`config.mk`:
```
export PLATFORM = sky130hd
export DESIGN_NAME = variable_length_hamming_encoder_top
export DESIGN_NICKNAME = d
export VERILOG_FILES = /design/src/sv/vlhe_pkg.sv /design/src/sv/vlhe_encode.sv /design/src/sv/variable_length_hamming_encoder_top.sv
export SDC_FILE = /design/constraint.sdc
export NUM_CORES = 1
export LEC_CHECK = 0
export ABC_CLOCK_PERIOD_IN_PS = 4600
export BUFFER_PORTS_ARGS = -buffer_cell sky130_fd_sc_hd__buf_2
export CAP_MARGIN = 20
export CORE_MARGIN = 2
export CORE_UTILIZATION = 45
export DETAILED_ROUTE_END_ITERATION = 10
export HOLD_SLACK_MARGIN = 0.08
export PLACE_DENSITY = 0.68
export SLEW_MARGIN = 20
export SYNTH_ARGS = -nofsm -noshare
export SYNTH_HDL_FRONTEND = slang
export SYNTH_HIERARCHICAL = 1
export SYNTH_SLANG_ARGS = --single-unit
```
`constraint.sdc`:
```
create_clock -name clk -period 4.6 [get_ports clk]
set_input_delay 0.23 -clock clk [delete_from_list [all_inputs] [get_ports clk]]
set_output_delay 0.23 -clock clk [all_outputs]
set_load 0.005 [all_outputs]
```
`src/sv/vlhe_pkg.sv`:
```
// Package for the variable-length Hamming encoder: transfer item types,
// field widths and the fixed bit-scatter and parity functions.
// No dependencies.
package vlhe_pkg;

	// Field widths fixed by the item format.
	localparam int DATA_W      = 57;
	localparam int LEN_W       = 6;
	localparam int CW_W        = 63;
	localparam int PCNT_W      = 3;
	localparam int MAX_PARITY  = 6;

	// Default for the largest message length the block accepts.
	localparam int MAX_DATA_BITS_DEF = 57;

	// One message item on the input channel.
	typedef struct packed {
		logic [DATA_W-1:0] data_word;
		logic [LEN_W-1:0]  data_length;
	} msg_item_t;

	// One encoded item on the output channel.
	typedef struct packed {
		logic [CW_W-1:0]   codeword;
		logic [LEN_W-1:0]  code_length;
		logic [PCNT_W-1:0] parity_count;
	} code_item_t;

	// Places data bits on the non-power-of-two codeword positions in
	// ascending order. The mapping is fixed, so this is pure wiring.
	function automatic logic [CW_W-1:0] scatter(input logic [DATA_W-1:0] data);
		logic [CW_W-1:0] cw;
		int              k;
		cw = '0;
		k  = 0;
		for (int pos = 1; pos <= CW_W; pos++) begin
			if ((pos & (pos - 1)) != 0) begin
				if (k < DATA_W) begin
					cw[pos-1] = data[k];
				end
				k++;
			end
		end
		return cw;
	endfunction

	// Even parity of every position that has the given index bit set.
	// Parity positions are still zero in the input word.
	function automatic logic [MAX_PARITY-1:0] parity(input logic [CW_W-1:0] cw);
		logic [MAX_PARITY-1:0] par;
		par = '0;
		for (int b = 0; b < MAX_PARITY; b++) begin
			for (int pos = 1; pos <= CW_W; pos++) begin
				if (((pos >> b) & 1) != 0) begin
					par[b] = par[b] ^ cw[pos-1];
				end
			end
		end
		return par;
	endfunction

endpackage

```
`src/sv/vlhe_encode.sv`:
```
// Combinational Hamming encode of one message: length clamp, parity count,
// bit scatter and parity XOR trees.
// Depends on vlhe_pkg.
module vlhe_encode #(
	parameter int MAX_DATA_BITS = vlhe_pkg::MAX_DATA_BITS_DEF
) (
	input  logic [MAX_DATA_BITS-1:0]     data,
	input  logic [vlhe_pkg::LEN_W-1:0]   data_length,
	output vlhe_pkg::code_item_t         result
);
	import vlhe_pkg::*;

	logic [LEN_W-1:0]      m;
	logic [PCNT_W-1:0]     p;
	logic [DATA_W-1:0]     data_ext;
	logic [DATA_W-1:0]     data_used;
	logic [CW_W-1:0]       cw_data;
	logic [MAX_PARITY-1:0] par;
	logic [CW_W-1:0]       cw_full;

	// Clamp the length into one up to the largest message length.
	always_comb begin
		if (data_length == '0) begin
			m = LEN_W'(1);
		end else if (data_length > LEN_W'(MAX_DATA_BITS)) begin
			m = LEN_W'(MAX_DATA_BITS);
		end else begin
			m = data_length;
		end
	end

	// Smallest parity count p with 2^p >= p + m + 1.
	always_comb begin
		priority if (m <= LEN_W'(1)) begin
			p = PCNT_W'(2);
		end else if (m <= LEN_W'(4)) begin
			p = PCNT_W'(3);
		end else if (m <= LEN_W'(11)) begin
			p = PCNT_W'(4);
		end else if (m <= LEN_W'(26)) begin
			p = PCNT_W'(5);
		end else begin
			p = PCNT_W'(6);
		end
	end

	// Drop the message bits at or above the effective length.
	always_comb begin
		data_ext = DATA_W'(data);
		for (int k = 0; k < DATA_W; k++) begin
			data_used[k] = data_ext[k] & (k < int'(m));
		end
	end

	// Scatter, then insert parity bits. Parity bits beyond p come out as zero
	// on their own, as every position they cover lies above the code length.
	always_comb begin
		cw_data = scatter(data_used);
		par     = parity(cw_data);
		cw_full = cw_data;
		for (int b = 0; b < MAX_PARITY; b++) begin
			cw_full[(1 << b) - 1] = par[b];
		end
	end

	assign result.codeword     = cw_full;
	assign result.code_length  = m + LEN_W'(p);
	assign result.parity_count = p;

endmodule

```
`src/sv/variable_length_hamming_encoder_top.sv`:
```
// Top level of the variable-length Hamming encoder: input register, encode
// logic and result register with valid/ready flow control.
// Depends on vlhe_pkg and vlhe_encode.
//
//  channel | direction | payload type | handshake
//  msg     | in        | msg_item_t   | msg_valid / msg_ready
//  code    | out       | code_item_t  | code_valid / code_ready
//
// One item is accepted per cycle while msg_ready is high. The result is
// presented on code from the result register, loaded from the input register.
// Reset clears only the two stage valid flags.
// A stalled result holds in the result register while the input register
// can still take one more item; msg_ready drops once both stages are full
// and code_ready is low.
module variable_length_hamming_encoder_top #(
	parameter int MAX_DATA_BITS = vlhe_pkg::MAX_DATA_BITS_DEF
) (
	input  logic                 clk,
	input  logic                 arst_n,
	input  logic                 msg_valid,
	output logic                 msg_ready,
	input  vlhe_pkg::msg_item_t  msg,
	output logic                 code_valid,
	input  logic                 code_ready,
	output vlhe_pkg::code_item_t code
);
	import vlhe_pkg::*;

	logic                     valid_s1;
	logic [MAX_DATA_BITS-1:0] data_s1;
	logic [LEN_W-1:0]         length_s1;
	logic                     valid_s2;
	code_item_t               result_s2;
	code_item_t               encoded;
	logic                     free_s2;
	logic                     load_s2;

	// Stage advance conditions.
	assign free_s2   = !valid_s2 || code_ready;
	assign load_s2   = valid_s1 && free_s2;
	assign msg_ready = !valid_s1 || free_s2;

	// Input register.
	always_ff @(posedge clk or negedge arst_n) begin
		if (!arst_n) begin
			valid_s1 <= 1'b0;
		end else if (msg_ready) begin
			valid_s1 <= msg_valid;
		end
	end

	always_ff @(posedge clk) begin
		if (msg_valid && msg_ready) begin
			data_s1   <= msg.data_word[MAX_DATA_BITS-1:0];
			length_s1 <= msg.data_length;
		end
	end

	// Encode logic between the two registers.
	vlhe_encode #(
		.MAX_DATA_BITS(MAX_DATA_BITS)
	) u_encode (
		.data        (data_s1),
		.data_length (length_s1),
		.result      (encoded)
	);

	// Result register.
	always_ff @(posedge clk or negedge arst_n) begin
		if (!arst_n) begin
			valid_s2 <= 1'b0;
		end else if (free_s2) begin
			valid_s2 <= valid_s1;
		end
	end

	always_ff @(posedge clk) begin
		if (load_s2) begin
			result_s2 <= encoded;
		end
	end

	assign code_valid = valid_s2;
	assign code       = result_s2;

	// An item held in the input register keeps its contents while blocked.
	a_s1_hold: assert property (@(posedge clk) disable iff (!arst_n)
		valid_s1 && !free_s2 |=> valid_s1 && $stable(data_s1) && $stable(length_s1))
		else $error("input register changed while blocked");

	// No codeword bit is set at or above the code length.
	a_cw_len: assert property (@(posedge clk) disable iff (!arst_n)
		code_valid |-> ((64'(code.codeword) >> code.code_length) == 64'd0))
		else $error("codeword bits beyond code length");

	// The parity count covers the code length.
	a_pcnt: assert property (@(posedge clk) disable iff (!arst_n)
		code_valid |-> ((7'd1 << code.parity_count) > {1'b0, code.code_length}))
		else $error("parity count too small for code length");

endmodule
```
Word-level counts from Yosys, hierarchy flattened
Index checks and enable logic that the tools add are counted.
{ "totals": {"regBits": 137, "input_bits": 67, "out_inout_bits": 74, "elab_cells": 320} }
{ "op_classes": {"addsub": 1, "order_cmp": 62, "mux": 6, "n_bitwise": 237, "reduce_logical": 7} }
{ "op_table": {"columns": ["op", "n"], "rows": [
  ["XOR 1 bit", 180],
  ["< comparator 6 bit (first input constant)", 25],
  ["< comparator 5 x 6 -> 1 bit (first input constant)", 16],
  ["AND 1 bit", 57],
  ["< comparator 4 x 6 -> 1 bit (first input constant)", 8],
  ["< comparator 3 x 6 -> 1 bit (first input constant)", 4],
  ["< comparator 1 x 6 -> 1 bit (first input constant)", 2],
  ["< comparator 2 x 6 -> 1 bit (first input constant)", 2],
  ["two-way mux 6 bit", 2],
  ["adder 6 x 3 -> 6 bit", 1],
  ["> comparator 6 bit (second input constant)", 1],
  ["less-or-equal comparator 6 x 1 -> 1 bit (second input constant)", 1],
  ["less-or-equal comparator 6 x 3 -> 1 bit (second input constant)", 1],
  ["less-or-equal comparator 6 x 4 -> 1 bit (second input constant)", 1],
  ["less-or-equal comparator 6 x 5 -> 1 bit (second input constant)", 1],
  ["zero test 6 bit", 1],
  ["two-way mux 3 bit", 2],
  ["two-way mux 2 bit", 2],
  ["logical AND 1 bit", 2],
  ["zero test 1 bit", 2],
  ["logical OR 1 bit", 2]
]} }

Longest topological paths before layout
Gate-level depths: netlist of run 1.
{ "logic_depth": {"depth_word": 35, "mapped_depth": 15, "mapped_depth_nobuf": 12} }

Modules after synthesis
The synthesis of run 1 kept the hierarchy.
{ "by_module_without_submodules": {"columns": ["mod", "instances", "cells_each", "area_each_um2"], "rows": [
  ["variable_length_hamming_encoder_top", 1, 143, 4157.7],
  ["vlhe_encode", 1, 398, 3089.2]
]} }

Worst setup path before layout of run 1
Ideal clock, no wire load.
{ "synth_path": {"path_type": "flip-flop to flip-flop", "start": "register length_s1[5]", "end": "register result_s2 (netlist bit code[7]), data pin", "setup_time_ns": 0.266, "arrival_time_ns": 2.621, "t_required_ns": 4.334, "setup_slack_ns": 1.713, "path_stages_with_launch": 14, "synth_period_minus_slack_ns": 2.887, "path_cell_list": "edfxtp_1 -> buf_2 -> buf_2 -> buf_1 -> buf_2 -> clkbuf_1 -> a21oi_1 -> o21ai_0 -> ha_1 -> inv_1 -> fa_1 -> nor2b_1 -> o21ai_0 -> xnor2_1"} }
{ "synth_lines": {"columns": ["element", "line_no", "source"], "rows": [
  ["from (decl)", "variable_length_hamming_encoder_top.sv:31", "logic [LEN_W-1:0] length_s1;"],
  ["from (signal assigned)", "variable_length_hamming_encoder_top.sv:55", "length_s1 <= msg.data_length;"],
  ["to (signal assigned)", "variable_length_hamming_encoder_top.sv:79", "result_s2 <= encoded;"],
  ["to (decl)", "variable_length_hamming_encoder_top.sv:33", "code_item_t result_s2;"]
]} }

==> results of run 1 <==
## cells by family after synthesis
logic type | Yosys count | synth area share, %
mux | 9 | 1.29
simple gates | 124 | 9.24
compound gates | 124 | 13.3
buf+inv | 51 | 3.83
flops | 137 | 56.6
xor+xnor | 91 | 14.8
fa+ha+maj | 5 | 0.932
## sequential cells by signal (all words and copies together) (netlist names)
signal	count
valid_s1	1
code	72
length_s1	6
code_valid	1
data_s1	57
## timing repair
action | 4_1_cts | 5_1_grt
setup endpoints to repair | 0 | 0
endpoints found under the hold margin | 66 | 0
resized for setup | 0 | 0
hold buffers | 65 | 0
## cell type report
| cell class | instances | area share [%] |
|---|---|---|
| Inverter | 15 | 0.601 |
| Timing Repair Buffer | 213 | 15.1 |
| Clock buffer | 22 | 4.96 |
| Multi-Input combinational cell | 353 | 30.6 |
| Tap cell | 216 | 2.89 |
| Clock inverter | 10 | 2.03 |
| Sequential cell | 137 | 43.8 |
## worst min-delay path by stage
stage	start	to	slack (ps)	depth (start not counted)
floorplan	arst_n	code_valid$_DFFE_PN0P_	-70	0
detailed placement	arst_n	valid_s1$_DFFE_PN0P_	20	1
finish	code_ready	valid_s1$_DFFE_PN0P_	100	3
global route	arst_n	code_valid$_DFFE_PN0P_	120	2
global placement	arst_n	code_valid$_DFFE_PN0P_	10	1
CTS	arst_n	valid_s1$_DFFE_PN0P_	90	2
## power groups by stage
stage	Clock, W	Sequential, W	Combinational [W]
finish	0.00151	0.00162	0.000859
global route	0.00157	0.00164	0.000924
CTS	0.00152	0.00162	0.000856
detailed placement	0	0.00165	0.000807
global placement	0	0.00165	0.000790
floorplan	0	0.00162	0.000574
## worst max-delay path, stage by stage (launching register included)
cell,delay (ps)
edfxtp_1,1040
or2_0,540
o21a_1,250
xor3_1,510
xnor3_1,410
xor2_1,160
xnor2_1,240
xnor3_1,240
## stage by stage
stage                     cells  power (W)  utilization (%)
final                       966    0.00399             59.2
after global routing        966    0.00413             59.2
after CTS                   966    0.00401             59.2
after detailed placement    869    0.00246             50.9
after global placement      869    0.00244             50.9
after floorplan             541    0.00220                -
## cells in the final DEF (no fill, tap or decap), types with 10 or more instances in the layout
cell           netlist  routed
nor2b_1             10      10
nand2_1             23      23
clkbuf_16            0      17
xnor3_1             16      16
xnor2_1             50      50
o21ai_0             24      24
xor2_1              20      20
o21a_1              13      13
a21oi_1             16      16
dlygate4sd3_1        0      65
buf_2               12     140
edfxtp_1           135     135
nor2_1              30      30
inv_1               15      15
and3_1              10      10
## routing by layer
metal / vias up / routed length (µm) / global-route usage [%] / part of all wire [%]
met5: - / 0 / 0 / 0
met4: 0 / 454 / 8.76 / 2.3
met3: 36 / 1590 / 5.86 / 7.9
met2: 252 / 9520 / 38.5 / 47
met1: 2553 / 8590 / 32.9 / 43
li1: 2402 / - / - / -
==> impl_metrics.ini, run 1 <==
[logic_synthesis]
synth.most_common_cell = edfxtp_1
ys.warnings.count = 6
synth-seq-cells = 137
syn-num-nets = 612
synth_largest_area_cell = edfxtp_1
synth.lib_cells_used.distinct = 84
synthTopCellsByCount = edfxtp_1, xnor2_1, nor2_1
syn_area_um2 = 7250
synthCells = 541
synth_top_area_share_pct = 55.9
synth-async-reset-ratio_pct = 1.46
ys.flop_type = edfxtp_1
synth_top_cells_by_area = edfxtp_1, xnor2_1, xnor3_1
ys_seq_area_share_pct = 56.6
synth_edf_count = 135
syn_avg_cell_area_um2 = 13.4

[finish]
multi_input_area_um2 = 2870
n_antenna_cell = 0
layout.nets = 808
syn_to_final_growth_pct = 29.2
layout-drive-gt1-share_pct = 27.2
fill_cells = 1283
register_area_um2 = 4100
final_area_um2 = 9360

[worst_hold_path]
hold_path_class = input port to flop

[clock_tree]
cts-root-buf = clkbuf_16
worst_skew_pair.late_latency_ps = 430
post-cts-setup-buffer-count = 0
cts_made_buffers = 17
htreeDepth = 4
path_clk_slew_ps = 60
cts.sinks = 137
cts_max_path_buffers = 2
cts_tree = done

[worst_setup_path]
startpoint_type = flop
critPathKind = flop to flop
startpoint = length_s1[4]$_DFFE_PP_
cp-end-kind = flop
reg2reg_depth = 7
cp.arrival_ps = 3830
cp_max_fo = 29
crit_end = code[24]$_DFFE_PP_
reg2reg_from = length_s1[4]$_DFFE_PP_
r2r_end = code[24]$_DFFE_PP_
ff2ff_setup_slack_ps = 950
required_ps = 4780

[place]
gp_congestion = 0.934
port-buffer-count = 140
place_hpwl_um = 14100
dp_slack_ps = 1050
place_area_um2 = 8060

[job]
drv_cap = 0

[routing]
wire_per_inst_um = 20.9
drc_errors = 0
antenna_left = 0
dr.pass1.iters = 5
drt-vias-per-instance = 5.43
num_vias = 5243
wirelength_um = 20200
drt-initial-drc-count = 447

[floorplanning]
fp.dieW_um = 131
num_rows = 46
die_area_um2 = 17100
coreArea_um2 = 15800
start_util_pct = 45.8
boundaryPins = 141
die_h_um = 131

[power_and_ir_drop]
p_sw_share_pct = 25.1
pwr-share-seq_pct = 40.7
p_leak_nw = 3.76
power.switching_w = 0.00100
cellPowerDensity_nw_per_um2 = 426
p_int_w = 0.00299
ir_drop_mv = 0.311
combPwrFrac_pct = 21.5
p_clk_share_pct = 37.7

[sta]
max_freq_mhz = 274
fin_crit_sh_pct = 79.4
skew_ps = 11.8
tightest_slew_ps = 1060
fin_crit_ps = 3650
hold_viol_final = 0
hold_ws_ps = 104
fin_setup_tns_ps = 0
slew_violations = 0
rsz0062_at_grt = false
setup_viol = 0
slew_headroom_pct = 29.2
fin_ws_ps = 948

[outcome]
status = completed

[grt]
grt_max_degree = 64
grt_pass1_vias = 5127
grt_pass1_wl_um = 29800
antenna_found_initial = 0
grt.overflow.total = 0
grt_usage_pct = 24.3
Note: power is estimated with default switching activity, not from simulation.
==> run 2, diff against run 1 <==
--- a/config.mk
+++ b/config.mk
@@ -5,7 +5,7 @@
 export SDC_FILE = /design/constraint.sdc
 export NUM_CORES = 1
 export LEC_CHECK = 0
-export ABC_CLOCK_PERIOD_IN_PS = 4600
+export ABC_CLOCK_PERIOD_IN_PS = 3600
 export BUFFER_PORTS_ARGS = -buffer_cell sky130_fd_sc_hd__buf_2
 export CAP_MARGIN = 20
 export CORE_MARGIN = 2
==> constraint.sdc (replaced) <==
create_clock -name clk -period 3.6 [get_ports clk]
set_input_delay 0.18 -clock clk [delete_from_list [all_inputs] [get_ports clk]]
set_output_delay 0.18 -clock clk [all_outputs]
set_load 0.005 [all_outputs]
==> run 2 against run 1 <==
Setup slack got worse by 680 ps. Via count rose by 1.9%. Worst hold slack improved by 350 ps. Core utilization rose by 1.1 points. Routed wire length rose by 0.76%. Combinational power rose by 30%. Global-route usage rose by 0.18 points. First-iteration DRC count rose by 28%. Non-clock buffer count rose by 22. Largest cell class unchanged.
==> impl_metrics.ini, run 2 (synthesis gave the netlist of run 1 again) <==
[clock_tree]
cts_resized = 0
path_clk_slew_ps = 60
htreeDepth = 4
cts-root-buf = clkbuf_16
cts.sinks = 137
hold_buffers = 68
worst_skew_pair.late_latency_ps = 430
cts_max_path_buffers = 2
cts_made_buffers = 17
post-cts-setup-buffer-count = 0
cts_tree = done

[worst_setup_path]
cp_max_fo = 23
required_ps = 3770
path_cells = or4_4 > o21ai_4 > xnor2_1 > xnor3_1 > xnor2_1 > xnor2_1 > xnor3_1
critPathKind = flop to flop
crit_top_cell = xnor2_1
startpoint_type = flop
max_stage_delay_ps = 730
cp.arrival_ps = 3510
cp-end-kind = flop
slowest_stage = edfxtp_1
path_delay_family = XOR/XNOR gates
worst-path-buf-inv = 0

[routing]
wire_per_inst_um = 20.6
dr.pass1.iters = 7
drc_errors = 0
wirelength_um = 20300
drt-vias-per-instance = 5.41
drt-initial-drc-count = 572
num_vias = 5341
antenna_left = 0

[finish]
syn_to_final_growth_pct = 31.6
final_cell_mix = buf_2, edfxtp_1, dlygate4sd3_1
final_common_cell = buf_2
fill_cells = 1241
layout-drive-gt1-share_pct = 28.8
n_antenna_cell = 0
layout.nets = 830
largest_reg_flops = 72

[sta]
rsz0062_at_grt = false
setup_viol = 0
fin_crit_ps = 3340
fin_setup_tns_ps = 0
fin_crit_sh_pct = 92.6
slew_violations = 0
hold_viol_final = 0
slew_headroom_pct = 43.2
max_freq_mhz = 300
tightest_slew_ps = 853
skew_ps = 8.77

[power_and_ir_drop]
pwr-share-seq_pct = 40.7
power.switching_w = 0.00128
p_leak_nw = 3.86
p_int_w = 0.00379
cellPowerDensity_nw_per_um2 = 532
p_clk_share_pct = 37.2
combPwrFrac_pct = 22.1
p_total_w = 0.00508
p_sw_share_pct = 25.3
ir_drop_mv = 0.370

[outcome]
status = completed

[grt]
grt_max_degree = 64
antenna_found_initial = 0
grt_pass1_vias = 5354
grt_pass1_wl_um = 30100
grt_usage_pct = 24.5
grt.overflow.total = 0

[floorplanning]
coreArea_um2 = 15800
die_area_um2 = 17100
num_rows = 46
start_util_pct = 45.8
boundaryPins = 141
fp.dieW_um = 131
die_h_um = 131

[place]
port-buffer-count = 140
gp_congestion = 0.985
place_hpwl_um = 14100

[worst_hold_path]
hold_path_class = input port to flop

[job]
drv_cap = 0
[run 2: layout make-up]
cell class	instances	area [µm²]	area share, %
clock buffers	19	433	4.54
clock inverters	12	199	2.09
inverters	15	56.3	0.590
multi-input cells	353	2870	30.1
flip-flops and latches	137	4100	43.0
well taps	216	270	2.83
repair buffers	235	1610	16.9
[run 2: final timing paths]
check	start	to	slack, ps	depth (start not counted)
worst max-delay path	length_s1[4]$_DFFE_PP_	code[9]$_DFFE_PP_	260	7
max in group asynchronous	arst_n	valid_s1$_DFFE_PN0P_	2880	3
worst max register to register	length_s1[4]$_DFFE_PP_	code[9]$_DFFE_PP_	260	7
worst min register to register	data_s1[0]$_DFFE_PP_	code[11]$_DFFE_PP_	480	0
worst min-delay path	msg[2]	length_s1[2]$_DFFE_PP_	450	2
min in group asynchronous	arst_n	code_valid$_DFFE_PN0P_	600	3
[run 2: worst reg2reg max path, cell delays in order, from the launching register on]
cell and delay [ps]:
edfxtp_1 730, or4_4 720, o21ai_4 220, xnor2_1 190, xnor3_1 390, xnor2_1 300, xnor2_1 190, xnor3_1 340
[run 2: metrics by stage]
step / setup WS [ps] / cell area [µm²] / std cells / utilization (%) / hold slack (ps)
finish: 265 / 9540 / 987 / 60.3 / 451
global route: 199 / 9540 / 987 / 60.3 / 456
CTS: 293 / 9540 / 987 / 60.3 / 437
detailed placement: 329 / 8230 / 888 / 52.0 / -32.3
global placement: 317 / 8230 / 888 / 52.0 / -35.5
floorplan: 713 / 7250 / 541 / - / -116
[run 2: layer usage]
layer | global-route usage, % | part of all wire (%)
met5 | 0 | 0
met4 | 10.1 | 2.2
met3 | 6.19 | 8.0
met1 | 32.6 | 42
met2 | 38.7 | 48
[run 2: power by group through the flow]
stage	Clock (W)	Combinational, W	Sequential (W)
after floorplan	0	0.000734	0.00207
after global placement	0	0.00104	0.00210
after detailed placement	0	0.00105	0.00210
after CTS	0.00191	0.00112	0.00207
after global routing	0.00198	0.00121	0.00208
final	0.00189	0.00112	0.00207
==> run 3, diff against run 2 <==
--- a/config.mk
+++ b/config.mk
@@ -9,10 +9,9 @@
 export BUFFER_PORTS_ARGS = -buffer_cell sky130_fd_sc_hd__buf_2
 export CAP_MARGIN = 20
 export CORE_MARGIN = 2
-export CORE_UTILIZATION = 45
+export CORE_UTILIZATION = 55
 export DETAILED_ROUTE_END_ITERATION = 10
-export HOLD_SLACK_MARGIN = 0.08
-export PLACE_DENSITY = 0.68
+export PLACE_DENSITY = 0.81
 export SLEW_MARGIN = 20
 export SYNTH_ARGS = -nofsm -noshare
 export SYNTH_HDL_FRONTEND = slang
==> run 3 against run 2 <==
Flip-flop and latch count stayed put. Routed wire length is 3.9% higher. Clock skew is 1.3 ps higher. Critical path type unchanged. Die area is 18% lower. Count of clock-buffer cells in the layout is 6 higher. Combinational power hardly changed. Maximum frequency is 0.53% higher. First-iteration DRC count is 6.1% higher. Setup slack better by 17 ps. Clock power is 13% lower. Global-route usage is 6.3 points higher. Register-to-register slack better by 20 ps.
==> impl_metrics.ini, run 3 (synthesis gave the netlist of run 1 again) <==
[place]
gp_congestion = 0.999
place_area_um2 = 8180
place_hpwl_um = 14300
dp_slack_ps = 389
port-buffer-count = 140

[power_and_ir_drop]
p_int_w = 0.00358
p_total_w = 0.00488
p_sw_share_pct = 26.7
power.switching_w = 0.00130
combPwrFrac_pct = 23.6
ir_drop_mv = 0.351
p_clk_share_pct = 33.8
cellPowerDensity_nw_per_um2 = 520
p_leak_nw = 3.83
pwr-share-seq_pct = 42.6

[sta]
max_freq_mhz = 301
hold_viol_final = 0
slew_violations = 0
fin_crit_sh_pct = 92.2
fin_ws_ps = 282
slew_headroom_pct = 37.7
skew_ps = 10.1
tightest_slew_ps = 935
fin_setup_tns_ps = 0
setup_viol = 0
fin_crit_ps = 3320
rsz0062_at_grt = false

[clock_tree]
worst_skew_pair.late_latency_ps = 420
post-cts-setup-buffer-count = 0
cts_made_buffers = 17
cts_tree = done
cts_max_path_buffers = 2
cts-root-buf = clkbuf_16
cts.sinks = 137
htreeDepth = 4
path_clk_slew_ps = 60

[worst_setup_path]
cp.arrival_ps = 3480
required_ps = 3760
reg2reg_depth = 7
cp-end-kind = flop
max_stage_delay_ps = 730
startpoint_type = flop
slowest_stage = edfxtp_1
critPathKind = flop to flop
cp_max_fo = 19
crit_top_cell = xnor3_1
ff2ff_setup_slack_ps = 280
path_cells = inv_1 > a21boi_2 > xor3_1 > xnor3_1 > xor2_1 > xnor2_1 > xnor3_1

[floorplanning]
start_util_pct = 57.0
die_h_um = 119
boundaryPins = 141
fp.dieW_um = 119
coreArea_um2 = 12700
num_rows = 41
die_area_um2 = 14100

[routing]
drt-vias-per-instance = 5.79
dr.pass1.iters = 5
drt-initial-drc-count = 607
num_vias = 5448
drc_errors = 0
antenna_left = 0
wirelength_um = 21100
wire_per_inst_um = 22.4

[finish]
syn_to_final_growth_pct = 29.5
final_common_cell = buf_2
layout.nets = 827
final_cell_mix = buf_2, edfxtp_1, dlygate4sd3_1
utilization_pct = 73.8
final_area_um2 = 9390
largest_reg_flops = 72
n_antenna_cell = 0
layout-drive-gt1-share_pct = 28.7

[grt]
grt.overflow.total = 0
grt_max_degree = 64
grt_usage_pct = 30.8
grt_pass1_vias = 5464
grt_pass1_wl_um = 31800
antenna_found_initial = 0

[worst_hold_path]
hold_path_class = input port to flop
worstHoldPathCells = 3

[job]
drv_cap = 0

[outcome]
status = completed
## run 3: cell types whose count changed in the layout (fill, tap and decap cells not counted)
cell	before	now
buf_12	2	3
buf_4	25	24
bufinv_16	5	1
clkbuf_1	2	5
clkbuf_8	0	3
clkinv_1	1	0
clkinv_2	1	3
clkinvlp_4	3	2
dlygate4sd3_1	68	65
inv_6	1	0
## run 3: repair_timing
item	4_1_cts	5_1_grt
hold buffers	65	0
setup endpoints to repair	0	0
endpoints found under the hold margin	66	0
gates resized for setup	0	0
## run 3: final timing paths
kind                                   startpoint                endpoint
max                        length_s1[5]$_DFFE_PP_      code[24]$_DFFE_PP_
min                                    code_ready    valid_s1$_DFFE_PN0P_
max reg2reg                length_s1[5]$_DFFE_PP_      code[24]$_DFFE_PP_
min reg2reg                  data_s1[0]$_DFFE_PP_      code[11]$_DFFE_PP_
max in group asynchronous                  arst_n  code_valid$_DFFE_PN0P_
min in group asynchronous                  arst_n    valid_s1$_DFFE_PN0P_
## run 3: metrics by stage
stage          cells  hold slack [ps]
5_1_grt          941             79.9
3_5_place_dp     844            -29.8
6_report         941             69.0
4_1_cts          941             45.4
3_3_place_gp     844            -36.1
2_1_floorplan    541             -116
## run 3: cell type report
cell class	instances	area, µm²
fill	870	3330
inverter	15	56.3
tap	172	215
timing repair buffer	232	1590
clock buffer	25	485
multi-input combinational	353	2870
sequential	137	4100
clock inverter	7	68.8
## run 3: power by group through the flow
| stage | clock (W) | sequential (W) | combinational, W |
|---|---|---|---|
| floorplan | 0 | 0.00207 | 0.000734 |
| global placement | 0 | 0.00209 | 0.00106 |
| detailed placement | 0 | 0.00210 | 0.00107 |
| CTS | 0.00165 | 0.00207 | 0.00114 |
| global route | 0.00173 | 0.00209 | 0.00122 |
| finish | 0.00165 | 0.00208 | 0.00115 |
## run 3: metal layers
metal  track usage (%)  wire length (µm)
met2              50.5             10400
met1              40.6              8140
met5                 0                 0
met3              6.56              2020
met4              10.9               504
## run 3: worst max-delay path, delay by kind of cell (launching register included)
family,cells,cell delay [ps]
buf+inv,1,440
xor+xnor,5,1520
flops,1,730
compound gates,1,350
